<file path="src/design/pdf_pkg.sv">
// Shared constants, codes and types of the packet deframer.
package pdf_pkg;

	localparam int unsigned BYTE_W = 8;
	localparam int unsigned KIND_W = 3;
	localparam int unsigned INDEX_W = 5;
	localparam int unsigned MAXLEN_W = 6;
	localparam int unsigned COUNT_W = 6;
	localparam int unsigned PHASE_W = 3;
	localparam int unsigned ADDR_W = 3;
	localparam int unsigned APB_DATA_W = 32;
	localparam int unsigned OUT_DATA_W = 32;

	localparam logic [MAXLEN_W-1:0] MAX_PAYLOAD = 6'd32;

	localparam logic [BYTE_W-1:0] HEADER_RESET = 8'hAA;
	localparam logic [MAXLEN_W-1:0] MAXLEN_RESET = 6'd32;

	localparam logic [0:0] REG_HEADER_VALUE = 1'b0;
	localparam logic [0:0] REG_MAX_LENGTH = 1'b1;

	localparam logic [PHASE_W-1:0] PH_HEADER = 3'd0;
	localparam logic [PHASE_W-1:0] PH_COMMAND = 3'd1;
	localparam logic [PHASE_W-1:0] PH_LENGTH = 3'd2;
	localparam logic [PHASE_W-1:0] PH_PAYLOAD = 3'd3;
	localparam logic [PHASE_W-1:0] PH_CHECK = 3'd4;

	localparam logic [KIND_W-1:0] K_PAYLOAD = 3'd0;
	localparam logic [KIND_W-1:0] K_OK = 3'd1;
	localparam logic [KIND_W-1:0] K_HEADER_ERR = 3'd2;
	localparam logic [KIND_W-1:0] K_SUM_ERR = 3'd3;
	localparam logic [KIND_W-1:0] K_LEN_ERR = 3'd4;

	typedef struct packed {
		logic [BYTE_W-1:0]   header_value;
		logic [MAXLEN_W-1:0] max_length;
	} cfg_t;

	typedef struct packed {
		logic [KIND_W-1:0]  kind;
		logic [BYTE_W-1:0]  cmd_code;
		logic [BYTE_W-1:0]  pay_length;
		logic [BYTE_W-1:0]  pay_byte;
		logic [INDEX_W-1:0] pay_index;
		logic               last;
	} result_t;

endpackage

</file>
<file path="src/design/packet_deframer_sum8.sv">
// Top level of the length-prefixed packet deframer with 8-bit sum checksum.
//
// Channel  Direction  Content
// s_axis   in         one received link byte per transaction
// m_axis   out        payload byte or packet status, tlast on the end of a packet
// apb      in/out     header_value at 0x0, max_length at 0x4
//
// Each byte is held in the input register, and its result in the result register.
// The frame step is only compares and one 8-bit add, so a byte is taken every cycle while the output is not stalled.
// While a held result waits for m_axis_tready, the input register keeps its byte and refills only if empty.
// Reset loads header_value 0xAA and max_length 32 and waits for a header byte.
module packet_deframer_sum8 (
	input  logic                               clk,
	input  logic                               arst_n,
	input  logic                               s_axis_tvalid,
	output logic                               s_axis_tready,
	input  logic [pdf_pkg::BYTE_W-1:0]         s_axis_tdata,  // [7:0] rx_byte
	output logic                               m_axis_tvalid,
	input  logic                               m_axis_tready,
	// [7:0] cmd_code, [15:8] pay_length, [23:16] pay_byte, [28:24] pay_index, [31:29] zero
	output logic [pdf_pkg::OUT_DATA_W-1:0]     m_axis_tdata,
	output logic [pdf_pkg::KIND_W-1:0]         m_axis_tuser,  // [2:0] kind
	output logic                               m_axis_tlast,
	input  logic                               psel,
	input  logic                               penable,
	input  logic                               pwrite,
	input  logic [pdf_pkg::ADDR_W-1:0]         paddr,
	input  logic [pdf_pkg::APB_DATA_W-1:0]     pwdata,
	output logic [pdf_pkg::APB_DATA_W-1:0]     prdata,
	output logic                               pready
);

	pdf_pkg::cfg_t              cfg;
	logic                       valid_s1;
	logic [pdf_pkg::BYTE_W-1:0] byte_s1;
	logic                       out_free;
	logic                       step;
	logic                       res_valid;
	pdf_pkg::result_t           res;
	logic                       res_valid_q;
	pdf_pkg::result_t           res_q;

	pdf_cfg_regs u_cfg (
		.clk     (clk),
		.arst_n  (arst_n),
		.psel    (psel),
		.penable (penable),
		.pwrite  (pwrite),
		.paddr   (paddr),
		.pwdata  (pwdata),
		.prdata  (prdata),
		.pready  (pready),
		.cfg     (cfg)
	);

	assign out_free = !res_valid_q || m_axis_tready;
	assign step = valid_s1 && out_free;
	assign s_axis_tready = !valid_s1 || out_free;

	always_ff @(posedge clk or negedge arst_n) begin
		if (!arst_n) begin
			valid_s1 <= 1'b0;
		end else if (s_axis_tready) begin
			valid_s1 <= s_axis_tvalid;
		end
	end

	always_ff @(posedge clk) begin
		if (s_axis_tready && s_axis_tvalid) begin
			byte_s1 <= s_axis_tdata;
		end
	end

	pdf_frame_fsm u_fsm (
		.clk       (clk),
		.arst_n    (arst_n),
		.cfg       (cfg),
		.step      (step),
		.rx_byte   (byte_s1),
		.res_valid (res_valid),
		.res       (res)
	);

	always_ff @(posedge clk or negedge arst_n) begin
		if (!arst_n) begin
			res_valid_q <= 1'b0;
		end else if (out_free) begin
			res_valid_q <= step && res_valid;
		end
	end

	always_ff @(posedge clk) begin
		if (step && res_valid) begin
			res_q <= res;
		end
	end

	assign m_axis_tvalid = res_valid_q;
	assign m_axis_tdata = {
		{(pdf_pkg::OUT_DATA_W - 3*pdf_pkg::BYTE_W - pdf_pkg::INDEX_W){1'b0}},
		res_q.pay_index, res_q.pay_byte, res_q.pay_length, res_q.cmd_code
	};
	assign m_axis_tuser = res_q.kind;
	assign m_axis_tlast = res_q.last;

endmodule

</file>
<file path="src/design/pdf_cfg_regs.sv">
// Configuration registers behind the APB-style port.
module pdf_cfg_regs (
	input  logic                             clk,
	input  logic                             arst_n,
	input  logic                             psel,
	input  logic                             penable,
	input  logic                             pwrite,
	input  logic [pdf_pkg::ADDR_W-1:0]       paddr,
	input  logic [pdf_pkg::APB_DATA_W-1:0]   pwdata,
	output logic [pdf_pkg::APB_DATA_W-1:0]   prdata,
	output logic                             pready,
	output pdf_pkg::cfg_t                    cfg
);

	pdf_pkg::cfg_t cfg_q;
	logic          wr_en;

	assign pready = 1'b1;
	assign wr_en = psel & penable & pwrite;

	always_ff @(posedge clk or negedge arst_n) begin
		if (!arst_n) begin
			cfg_q.header_value <= pdf_pkg::HEADER_RESET;
			cfg_q.max_length <= pdf_pkg::MAXLEN_RESET;
		end else if (wr_en) begin
			case (paddr[2])
				pdf_pkg::REG_HEADER_VALUE: begin
					cfg_q.header_value <= pwdata[pdf_pkg::BYTE_W-1:0];
				end
				pdf_pkg::REG_MAX_LENGTH: begin
					cfg_q.max_length <= pwdata[pdf_pkg::MAXLEN_W-1:0];
				end
				default: begin
				end
			endcase
		end
	end

	always_comb begin
		case (paddr[2])
			pdf_pkg::REG_HEADER_VALUE: begin
				prdata = {{(pdf_pkg::APB_DATA_W-pdf_pkg::BYTE_W){1'b0}}, cfg_q.header_value};
			end
			pdf_pkg::REG_MAX_LENGTH: begin
				prdata = {{(pdf_pkg::APB_DATA_W-pdf_pkg::MAXLEN_W){1'b0}}, cfg_q.max_length};
			end
			default: begin
				prdata = '0;
			end
		endcase
	end

	assign cfg = cfg_q;

endmodule

</file>
<file path="src/design/pdf_frame_fsm.sv">
// Frame state and the per-byte step that turns one link byte into at most one result.
module pdf_frame_fsm (
	input  logic                       clk,
	input  logic                       arst_n,
	input  pdf_pkg::cfg_t              cfg,
	input  logic                       step,
	input  logic [pdf_pkg::BYTE_W-1:0] rx_byte,
	output logic                       res_valid,
	output pdf_pkg::result_t           res
);

	logic [pdf_pkg::PHASE_W-1:0]  phase_q, phase_d;
	logic                         header_seen_q, header_seen_d;
	logic [pdf_pkg::BYTE_W-1:0]   command_q, command_d;
	logic [pdf_pkg::BYTE_W-1:0]   length_q, length_d;
	logic [pdf_pkg::BYTE_W-1:0]   sum_q, sum_d;
	logic [pdf_pkg::COUNT_W-1:0]  count_q, count_d;
	logic [pdf_pkg::BYTE_W-1:0]   sum_next;
	logic [pdf_pkg::COUNT_W-1:0]  count_next;
	logic [pdf_pkg::MAXLEN_W-1:0] limit;

	assign sum_next = sum_q + rx_byte;
	assign count_next = count_q + {{(pdf_pkg::COUNT_W-1){1'b0}}, 1'b1};
	assign limit = (cfg.max_length > pdf_pkg::MAX_PAYLOAD) ? pdf_pkg::MAX_PAYLOAD : cfg.max_length;

	always_comb begin
		phase_d = phase_q;
		header_seen_d = header_seen_q;
		command_d = command_q;
		length_d = length_q;
		sum_d = sum_q;
		count_d = count_q;
		res_valid = 1'b0;
		res.kind = pdf_pkg::K_PAYLOAD;
		res.cmd_code = command_q;
		res.pay_length = length_q;
		res.pay_byte = '0;
		res.pay_index = '0;
		res.last = 1'b0;
		case (phase_q)
			pdf_pkg::PH_COMMAND: begin
				command_d = rx_byte;
				sum_d = sum_next;
				phase_d = pdf_pkg::PH_LENGTH;
			end
			pdf_pkg::PH_LENGTH: begin
				length_d = rx_byte;
				sum_d = sum_next;
				count_d = '0;
				phase_d = pdf_pkg::PH_HEADER;
				res.pay_length = rx_byte;
				res.last = 1'b1;
				if (!header_seen_q) begin
					res_valid = 1'b1;
					res.kind = pdf_pkg::K_HEADER_ERR;
				end else if (rx_byte == '0) begin
					res_valid = 1'b1;
					res.kind = pdf_pkg::K_OK;
				end else if (rx_byte > {{(pdf_pkg::BYTE_W-pdf_pkg::MAXLEN_W){1'b0}}, limit}) begin
					res_valid = 1'b1;
					res.kind = pdf_pkg::K_LEN_ERR;
				end else begin
					phase_d = pdf_pkg::PH_PAYLOAD;
				end
			end
			pdf_pkg::PH_PAYLOAD: begin
				sum_d = sum_next;
				count_d = count_next;
				res_valid = 1'b1;
				res.kind = pdf_pkg::K_PAYLOAD;
				res.pay_byte = rx_byte;
				res.pay_index = count_q[pdf_pkg::INDEX_W-1:0];
				if ({{(pdf_pkg::BYTE_W-pdf_pkg::COUNT_W){1'b0}}, count_next} >= length_q) begin
					phase_d = pdf_pkg::PH_CHECK;
				end
			end
			pdf_pkg::PH_CHECK: begin
				phase_d = pdf_pkg::PH_HEADER;
				res_valid = 1'b1;
				res.kind = (rx_byte == sum_q) ? pdf_pkg::K_OK : pdf_pkg::K_SUM_ERR;
				res.last = 1'b1;
			end
			default: begin
				header_seen_d = (rx_byte == cfg.header_value);
				sum_d = rx_byte;
				command_d = '0;
				length_d = '0;
				count_d = '0;
				phase_d = pdf_pkg::PH_COMMAND;
			end
		endcase
	end

	always_ff @(posedge clk or negedge arst_n) begin
		if (!arst_n) begin
			phase_q <= pdf_pkg::PH_HEADER;
			header_seen_q <= 1'b0;
			command_q <= '0;
			length_q <= '0;
			sum_q <= '0;
			count_q <= '0;
		end else if (step) begin
			phase_q <= phase_d;
			header_seen_q <= header_seen_d;
			command_q <= command_d;
			length_q <= length_d;
			sum_q <= sum_d;
			count_q <= count_d;
		end
	end

endmodule

</file>
<file path="config.mk">
export PLATFORM = sky130hd
export DESIGN_NAME = packet_deframer_sum8
export DESIGN_NICKNAME = d
export VERILOG_FILES = /design/src/design/pdf_pkg.sv /design/src/design/packet_deframer_sum8.sv /design/src/design/pdf_cfg_regs.sv /design/src/design/pdf_frame_fsm.sv
export SDC_FILE = /design/constraint.sdc
export NUM_CORES = 1
export LEC_CHECK = 0
export BUFFER_PORTS_ARGS = -buffer_cell sky130_fd_sc_hd__buf_2
export CAP_MARGIN = 20
export CORE_MARGIN = 4
export CORE_UTILIZATION = 25
export CTS_BUF_LIST = sky130_fd_sc_hd__clkbuf_16
export CTS_CLUSTER_SIZE = 8
export DETAILED_ROUTE_END_ITERATION = 6
export MAX_ROUTING_LAYER = met4
export PLACE_DENSITY = 0.55
export SYNTH_ARGS = -nofsm -noshare
export SYNTH_HDL_FRONTEND = slang
export SYNTH_HIERARCHICAL = 1
export SYNTH_SLANG_ARGS = --single-unit
</file>
<file path="constraint.sdc">
create_clock -name clk -period 4.45 [get_ports clk]
set_input_delay 0.445 -clock clk [delete_from_list [all_inputs] [get_ports clk]]
set_output_delay 0.445 -clock clk [all_outputs]
set_load 0.1 [all_outputs]
</file>
# Word-level counts from Yosys, hierarchy flattened
# Cells that the tools add are included.
[totals]
register_bits = 91
output_inout_bits = 71
wordCells = 82
in_bits = 50
[classes]
bitwise = 8
n_addsub = 2
eq_ne = 7
mux = 22
n_lt_le_gt_ge = 3
reduce_logical = 23
[ops]
columns = ["op", "n"]
rows = [
  ["32-bit case mux with 2 select lines", 1],
  ["8-bit case mux with 2 select lines", 3],
  ["8-bit == test", 2],
  ["2-bit AND reduction", 8],
  ["3-bit two-way mux", 5],
  ["3-bit case mux with 4 select lines", 1],
  ["6-bit case mux with 2 select lines", 1],
  ["3-bit OR reduction", 3],
  ["8-bit adder", 1],
  ["6-bit by 8-bit greater-or-equal comparator with 1-bit output", 1],
  ["8-bit by 6-bit greater-than comparator with 1-bit output", 1],
  ["8-bit zero test", 1],
  ["8-bit two-way mux", 1],
  ["6-bit by 1-bit adder with 6-bit output (second input constant)", 1],
  ["3-bit by 2-bit == test with 1-bit output (second input constant)", 2],
  ["6-bit greater-than comparator (second input constant)", 1],
  ["2-bit two-way mux", 3],
  ["6-bit two-way mux", 1],
  ["1-bit NOT", 6],
  ["3-bit case mux with 2 select lines", 1],
  ["2-bit OR reduction", 3],
  ["1-bit two-way mux", 4],
  ["4-bit OR reduction", 1],
  ["3-bit by 1-bit == test with 1-bit output (second input constant)", 1],
  ["7 further kinds", 12],
]

# Depth between registers and ports, before layout
# Gate-level depths: netlist (run 1).
[logic_depth]
word_depth = 8
mapped_depth = 11
ltp_nobuf = 11

# Modules after synthesis
# The synthesis (run 1) kept the hierarchy.
[by_module_without_submodules]
columns = ["mod", "cells_per_inst", "instances", "seq_area_each_um2", "area_each_um2"]
rows = [
  ["pdf_frame_fsm", 310, 1, 850.8, 2552.4],
  ["packet_deframer_sum8", 55, 1, 1281.2, 1368.8],
  ["pdf_cfg_regs", 66, 1, 356.6, 837.1],
]

# Least setup slack after synthesis (run 1)
# No wires, ideal clock.
[synth_path]
kind = "reg2reg"
start = "register byte_s1[1] (netlist bit)"
end = "register res_q, in the netlist m_axis_tdata[0] (enable)"
path_buffers = 0
synth_period_minus_slack_ps = 3534
setup_ps = 427
arrival_time_ps = 3107
required_ps = 4023
path_stages_with_launch = 10
setup_slack_ps = 916
cell_sequence = "edfxtp_1 > ha_1 > nor2b_1 > o211ai_1 > a21oi_1 > a221oi_2 > nor2b_1 > o22ai_1 > nand2_1 > nor2b_1"
[synth_between]
elab_chain_cells = 6
elab_cells_between_ends = 7
classes_between = "1 x order compare; 4 x mux; 2 x reduce/logical"
[synth_rtl]
columns = ["element", "line", "text"]
rows = [
  ["start: declaration", "packet_deframer_sum8.sv:35", "logic [pdf_pkg::BYTE_W-1:0] byte_s1;"],
  ["start signal: assignment", "packet_deframer_sum8.sv:70", "byte_s1 <= s_axis_tdata;"],
  ["8-bit by 6-bit greater-than comparator with 1-bit output", "pdf_frame_fsm.sv:59", "end else if (rx_byte > {{(pdf_pkg::BYTE_W-pdf_pkg::MAXLEN_W){1'b0}}, limit}) begin"],
  ["1-bit two-way mux", "pdf_frame_fsm.sv:59", ""],
  ["1-bit two-way mux *", "pdf_frame_fsm.sv:56", "end else if (rx_byte == '0) begin"],
  ["1-bit two-way mux *", "pdf_frame_fsm.sv:53", "if (!header_seen_q) begin"],
  ["1-bit case mux with 2 select lines *", "pdf_frame_fsm.sv:40", "case (phase_q)"],
  ["net res_valid", "packet_deframer_sum8.sv:38", "logic res_valid;"],
  ["1-bit logical AND *", "packet_deframer_sum8.sv:93", "if (step && res_valid) begin"],
  ["end signal: assignment", "packet_deframer_sum8.sv:94", "res_q <= res;"],
  ["end: declaration", "packet_deframer_sum8.sv:41", "pdf_pkg::result_t res_q;"],
]
# Mark *: on every way through the listed nets, which the timed path passes. The rest lies on a longest branch.
# A chain may end at the register's enable or synchronous reset.

# Worst setup path after layout (run 1)
[layout_path]
start = "register byte_s1[1] (netlist bit)"
end = "register res_q, in the netlist m_axis_tdata[9] (enable)"
# The elaborated chain is that of the path after synthesis.

==> results by group, run 1 <==
Outcome
  • Status: complete, no violations

Yosys
  • Ys flop type: dfrtp_1
  • Async S/R FF share, synth: between 50 and 60%
  • Average size of a mapped cell: around 11 sq um
  • Post-synthesis register bit count: just over 90
  • Post-Syn Instances: approximately 430
  • Top-count cell post-synth: nand2_1
  • Biggest area consumer among synthesized cells: edfxtp_1
  • Ys Warns: 6
  • Post-synth EDFFs: ~40
  • Seq/Total Area, Yosys: between 50% and 60%
  • Area contributors post-synth: edfxtp_1 (26%), dfrtp_1 (24%), ha_1 (5.3%), mux2_2 (4.7%), buf_4 (4.4%)
  • Area share of the leading cell type in the synthesized netlist: between 20 and 30%
  • Post-Synthesis Cell Area: ~0.0048 sq mm
  • Yosys cell types: 59
  • Most instantiated cells after synthesis: nand2_1 (56), dfrtp_1 (45), edfxtp_1 (41)

Route
  • WL per Instance: approximately 15 um
  • DRT iter0 DRCs: between 150 and 200
  • Routed Antenna Nets: 0
  • DR pass1 iterations: 4
  • DRC: 0
  • DRT Wirelength: 11110 um
  • Via/cell ratio: between 4 and 5
  • Via count: roughly 3300

STA
  • Final min period: 3.016 ns
  • Max Freq: about 330 MHz
  • Worst Skew: 0.009922 ns
  • Fin. max-slew vios: 0
  • Final Hold Viols: 0
  • Tcrit/Tclk final: 67.77%
  • Endpoints failing setup: 0
  • Setup TNS: 0 ns
  • Worst slew pin tran: roughly 0.85 ns
  • Hold WS: around 0.23 ns
  • Worst rel slew slack: between 40% and 50%
  • Fin worst setup slack: between 1 and 1.5 ns
  • Unrepaired setup endpoints after global routing: no

Power and ir drop
  • Pwr/cell area: about 750 mW/mm^2
  • Sw power: 0.002069 W
  • Final Power: just over 0.004 W
  • Leak: 2.353 nW
  • Comb pwr share: 48.9%
  • Flop pwr share: 33.0%
  • Internal power: ~0.0020 W
  • Peak VDD IR: around 0.37 mV
  • Clk pwr share: between 10% and 20%
  • Sw Share: slightly above 50%

Worst setup path
  • Slowest-stage cell, CP: edfxtp_1
  • Crit-path cells: ha_1 -> nor2b_1 -> o211ai_1 -> a21oi_1 -> a221oi_2 -> nor2b_1 -> o22ai_1 -> nand2_1 -> nor2b_2 -> buf_4
  • CP Capture Type: flip-flop
  • Worst Path Max Fanout: 33
  • Buffers & Inverters on Critical Path: 1
  • Most used cell, CP: nor2b_1
  • Setup CP Type: reg2reg
  • Worst endpoint data arrival time: about 3 ns
  • Worst path required time: 4.44 ns
  • Max incr delay on CP: 0.61 ns
  • Delay-heaviest family, CP: compound AO/OA/AOI/OAI gates
  • Reg-to-reg startpoint: byte_s1[1]
  • CP startpoint: byte_s1[1]
  • CP Launch Type: flip-flop

Die
  • Die width: 146.0 um
  • I/O pins: ~120
  • Starting Density: around a quarter
  • Rows: 50
  • Placeable Area: between 0.015 and 0.02 sq mm
  • Die Area: about 0.021 sq mm
  • Chip Height: about 150 um

Global route
  • Total grt overflow: 0
  • Global-route wire length before repair: 17710 um
  • Pin count of the biggest net entering global routing: 51
  • All-Layer GR Usage: between 10% and 20%
  • Vias in the first global route: 3320
  • Initial antenna violation count: 0

Finish
  • Layout Nets: 565
  • Area Growth Syn to Fin: 15.33%
  • Share of cells above drive strength 1: 24.25%
  • Post-layout util: around 30%
  • Antenna Cells: 0

Clocking
  • Insertion delay to the later sink of the worst-skew pair: 0.34 ns
  • Longest Clk Path Bufs: 2
  • Clk sinks: 91
  • CTS Hold Bufs: 0
  • Inserted Clock Buffers: 9
  • Post-CTS Resized: 0
  • Clock root cell: clkbuf_16
  • Worst-path clk slew: ~0.07 ns
  • Htree depth: 3
  • TritonCTS clock tree: done
  • Post-CTS Setup Bufs: 0

Placement
  • Post-DP HPWL: just over 8000 um
  • Gpl congestion: between 0.7 and 0.8
  • Worst slack at placement: approximately 1.5 ns
  • I/O Buffers: 66

Min path
  • Worst hold path class: in2async

Run
  • Reported max-cap violation count: 0
-- power groups by stage --
stage	registers [W]	clock network [W]	logic, W
2_1_floorplan	0.00192	0	0.00113
4_1_cts	0.00136	0.000767	0.00202
6_report	0.00136	0.000741	0.00201
3_5_place_dp	0.00138	0	0.00202
5_1_grt	0.00139	0.000800	0.00217
3_3_place_gp	0.00137	0	0.00199
-- flip-flops by register name, indices dropped and copies added (netlist names), 6 cells and up --
| register | count |
|---|---|
| byte_s1 | 8 |
| m_axis_tdata | 29 |
| u_cfg/cfg | 14 |
| u_fsm/command_q | 8 |
| u_fsm/count_q | 6 |
| u_fsm/length_q | 8 |
| u_fsm/sum_q | 8 |
-- layout make-up --
class,instances,area (sq um)
Clock buffer,9,225.2
Clock inverter,7,63.81
Fill cell,1936,13220
Inverter,12,45.04
Multi-Input combinational cell,312,2027
Sequential cell,91,2489
Tap cell,234,292.8
Timing Repair Buffer,68,345.3
-- per-stage QoR --
| step | instance area [sq um] | instances |
|---|---|---|
| after floorplan | 4852 | 456 |
| after global placement | 5199 | 717 |
| after detailed placement | 5199 | 717 |
| after CTS | 5488 | 733 |
| after global routing | 5488 | 733 |
| final | 5488 | 733 |
-- final timing paths --
check,endpoint,slack (ns),cells after the start
min,u_fsm/command_q[6],0.23,2
min reg2reg,m_axis_tdata[5],0.46,0
max reg2reg,m_axis_tdata[9],1.43,10
max in group asynchronous,u_cfg/cfg[4],3.76,2
max,m_axis_tdata[9],1.43,10
min in group clk,byte_s1[3],0.28,1
-- per-layer routing --
metal  global-route usage (%)  wire length, um  vias up
met5                        -                0        -
met3                    2.554              647       11
met2                    16.89             5192      103
li1                         -                -     1613
met1                    13.91             5142     1594
met4                    2.896              127        0
-- cell families (layout without fill, tap and decap cells) --
| group | Yosys count | after routing | share of synthesized area, % |
|---|---|---|---|
| other | 3 | 28 | 0.2366 |
| multiplexers | 20 | 20 | 4.733 |
| AND/OR/NAND/NOR | 149 | 149 | 16.28 |
| AO/OA/AOI/OAI | 80 | 80 | 11.07 |
| buffers and inverters | 53 | 96 | 7.126 |
| adder cells (fa/ha/maj) | 21 | 21 | 5.680 |
| flip-flops | 91 | 91 | 52.30 |
| XOR/XNOR | 14 | 14 | 2.577 |
-- layout by cell type (no fill, tap or decap), types with 5 or more instances in the layout --
master | Yosys | layout
a21oi_1 | 12 | 12
nor2_1 | 24 | 24
xor2_1 | 9 | 9
xnor2_1 | 5 | 5
nand2b_1 | 5 | 5
edfxtp_1 | 41 | 41
o21a_1 | 5 | 5
clkbuf_16 | 0 | 9
nand2_1 | 56 | 56
dfrtp_1 | 45 | 45
a211oi_1 | 5 | 5
dfstp_2 | 5 | 5
o21ai_0 | 9 | 9
ha_1 | 20 | 20
o21ai_1 | 26 | 26
nand3_1 | 7 | 7
buf_2 | 7 | 66
and3_1 | 11 | 11
nor4_1 | 5 | 5
mux2_2 | 20 | 20
nor2b_1 | 14 | 13
inv_1 | 12 | 12
conb_1 | 3 | 28
nor3_1 | 6 | 6
(Power assumes the default switching activity.)
==> run 2: changes to the inputs <==
--- a/config.mk
+++ b/config.mk
@@ -13,7 +13,7 @@
 export CTS_CLUSTER_SIZE = 8
 export DETAILED_ROUTE_END_ITERATION = 6
 export MAX_ROUTING_LAYER = met4
-export PLACE_DENSITY = 0.55
+export PLACE_DENSITY = 0.56
 export SYNTH_ARGS = -nofsm -noshare
 export SYNTH_HDL_FRONTEND = slang
 export SYNTH_HIERARCHICAL = 1
==> constraint.sdc (replaced) <==
create_clock -name clk -period 2.5 [get_ports clk]
set_input_delay 0.25 -clock clk [delete_from_list [all_inputs] [get_ports clk]]
set_output_delay 0.25 -clock clk [all_outputs]
set_load 0.1 [all_outputs]
==> results by group, run 2 (synthesis gave the netlist of run 1 again) <==
Outcome
  • Status: complete, but fails checks
  • Failing checks: negative setup slack

Worst setup path
  • CP startpoint: u_cfg/cfg[5]
  • Reg-to-reg startpoint: u_cfg/cfg[5]
  • Cells on worst reg2reg path: 12 (+2)
  • Setup CP Type: reg2reg
  • Worst endpoint data arrival time: 2.71 ns (-0.30 ns)
  • CP Capture Type: flip-flop
  • Worst path required time: 2.62 ns (-1.82 ns)
  • Worst Path Max Fanout: 4 (-88%)
  • CP Launch Type: flip-flop

Clocking
  • Inserted Clock Buffers: 9 (unchanged)
  • TritonCTS clock tree: done
  • Clock root cell: clkbuf_16
  • Worst-path clk slew: 0.08 ns (about the same)
  • Clk sinks: 91 (unchanged)
  • Htree depth: 3 (unchanged)
  • Insertion delay to the later sink of the worst-skew pair: 0.35 ns (about the same)
  • Longest Clk Path Bufs: 2 (unchanged)

Route
  • DRT Wirelength: 11930 um (+7.4%)
  • Via count: 3492 (+5.1%)
  • Via/cell ratio: 4.547 (+0.36%)
  • DRT iter0 DRCs: 249 (+45%)
  • Highest metal layer with signal wires: met4
  • DRC: 0 (unchanged)
  • WL per Instance: 15.53 um (+2.5%)
  • Routed wl met3: 791 um (+22%)
  • DR pass1 iterations: 4 (unchanged)
  • Metal2 WL: 5738 um (+11%)
  • Met1 wire length: 5210 um (+1.3%)
  • Routed Antenna Nets: 0 (unchanged)

Global route
  • Global-route wire length before repair: 18550 um (+4.8%)
  • Initial antenna violation count: 0 (unchanged)
  • Total grt overflow: 0 (unchanged)
  • Vias in the first global route: 3469 (+4.5%)
  • Pin count of the biggest net entering global routing: 51 (unchanged)
  • All-Layer GR Usage: 11.24% (+0.51 points)

Finish
  • Reg area: 0.002489 sq mm (unchanged)
  • Share of cells above drive strength 1: 31.46% (+7.2 points)
  • Area Growth Syn to Fin: 24.38%
  • Commonest non-fill, non-tap cells in the layout: buf_2 (66), nand2_1 (52), dfrtp_1 (45), edfxtp_1 (41), buf_4 (31)
  • Antenna Cells: 0 (unchanged)
  • Final instance area: 0.005918 sq mm (+7.8%)
  • Commonest non-fill, non-tap cell in the layout: buf_2
  • FILL cells: 1894 (-2.2%)
  • Max reg flops: 29 (unchanged)
  • Layout Nets: 600 (+6.2%)
  • Area of the multi-input gates: 0.002123 sq mm (+4.8%)

Die
  • Placeable Area: 0.01871 sq mm (unchanged)
  • I/O pins: 121 (unchanged)
  • Chip Height: 146.0 um (unchanged)
  • Die width: 146.0 um (unchanged)
  • Rows: 50 (unchanged)
  • Starting Density: 25.44% (unchanged)
  • Die Area: 0.02130 sq mm (unchanged)

Placement
  • Post-DP HPWL: 8503 um (+5.4%)
  • Worst slack at placement: -0.4389 ns (-1.915 ns)
  • Placed instance area: 0.005399 sq mm (+3.9%)
  • Gpl congestion: 0.8287 (+7.2%)
  • I/O Buffers: 66 (unchanged)

Run
  • Reported max-cap violation count: 0 (unchanged)

STA
  • Final min period: 2.594 ns (-0.4212 ns)
  • Worst rel slew slack: 54.01% (+11 points)
  • Fin. max-slew vios: 0 (unchanged)
  • Hold WS: 0.02583 ns (-0.2035 ns)
  • Worst slew pin tran: 0.6898 ns (-0.1563 ns)
  • Final Hold Viols: 0 (unchanged)
  • Max Freq: 385.4 MHz (+16%)
  • Tcrit/Tclk final: 103.8% (+36 points)
  • Fin worst setup slack: -0.09449 ns (-1.529 ns)
  • Unrepaired setup endpoints after global routing: yes
  • Endpoints failing setup: 34 (+34)
  • Worst Skew: 0.007125 ns (-0.002797 ns)

Power and ir drop
  • Leak: 2.581 nW (+9.7%)
  • Peak VDD IR: 0.4562 mV (+24%)
  • Pwr/cell area: 1308 mW/mm^2 (+75%)

Min path
  • Worst hold path class: in2async
-- run 2: power breakdown --
part	internal, W	switching, W
Clock	0.000714	0.000652
Combinational	0.00112	0.00289
Sequential	0.00208	0.000282
Total	0.00392	0.00383
-- run 2: per-layer routing --
metal	vias up	global-route usage [%]
met1	1695	13.79
met2	101	18.77
met3	14	2.803
met5	-	-
met4	0	2.564
li1	1682	-
-- run 2: final timing paths --
check | to | slack, ns
setup reg to reg | m_axis_tuser[0] | -0.09
hold reg to reg | m_axis_tdata[6] | 0.45
max in group asynchronous | u_fsm/sum_q[2] | 2.01
setup / recovery | m_axis_tuser[0] | -0.09
hold / removal | valid_s1 | 0.03
min in group clk | byte_s1[2] | 0.09
-- run 2: stage by stage --
step / total power, W / TNS, ns / util (%) / std cells
final: 0.007742 / -2.501 / 31.64 / 768
after global placement: 0.006121 / -12.67 / 28.86 / 743
after detailed placement: 0.006185 / -14.39 / 28.86 / 743
after floorplan: 0.005439 / -2.277 / - / 456
after global routing: 0.008184 / -6.947 / 31.64 / 768
after CTS: 0.007686 / 0 / 31.06 / 765
-- run 2: area by class of cell --
| cell class | instances | share of cell area, % |
|---|---|---|
| Tap cell | 234 | 4.947 |
| Timing Repair Buffer | 102 | 11.14 |
| Clock inverter | 7 | 1.374 |
| Inverter | 12 | 0.8034 |
| Clock buffer | 9 | 3.805 |
| Sequential cell | 91 | 42.05 |
| Multi-Input combinational cell | 313 | 35.88 |
-- run 2: critical path: stages (launching register included) --
cell and delay [ns]:
dfstp_2 0.57, inv_4 0.06, buf_4 0.14, nand2_2 0.07
ha_4 0.13, nand4_1 0.12, or2_1 0.28, a221oi_2 0.29
nor2b_2 0.20, o22ai_2 0.09, nand2_2 0.15, nor2b_4 0.09
clkbuf_16 0.16
-- run 2: what timing repair did --
item / in CTS / in global routing
gates cloned: 1 / 1
gates resized for setup: 4 / 14
buffers inserted: 5 / 4
endpoints found under the setup margin: 33 / 34
pin swaps: 3 / 3
hold buffers: 0 / 0
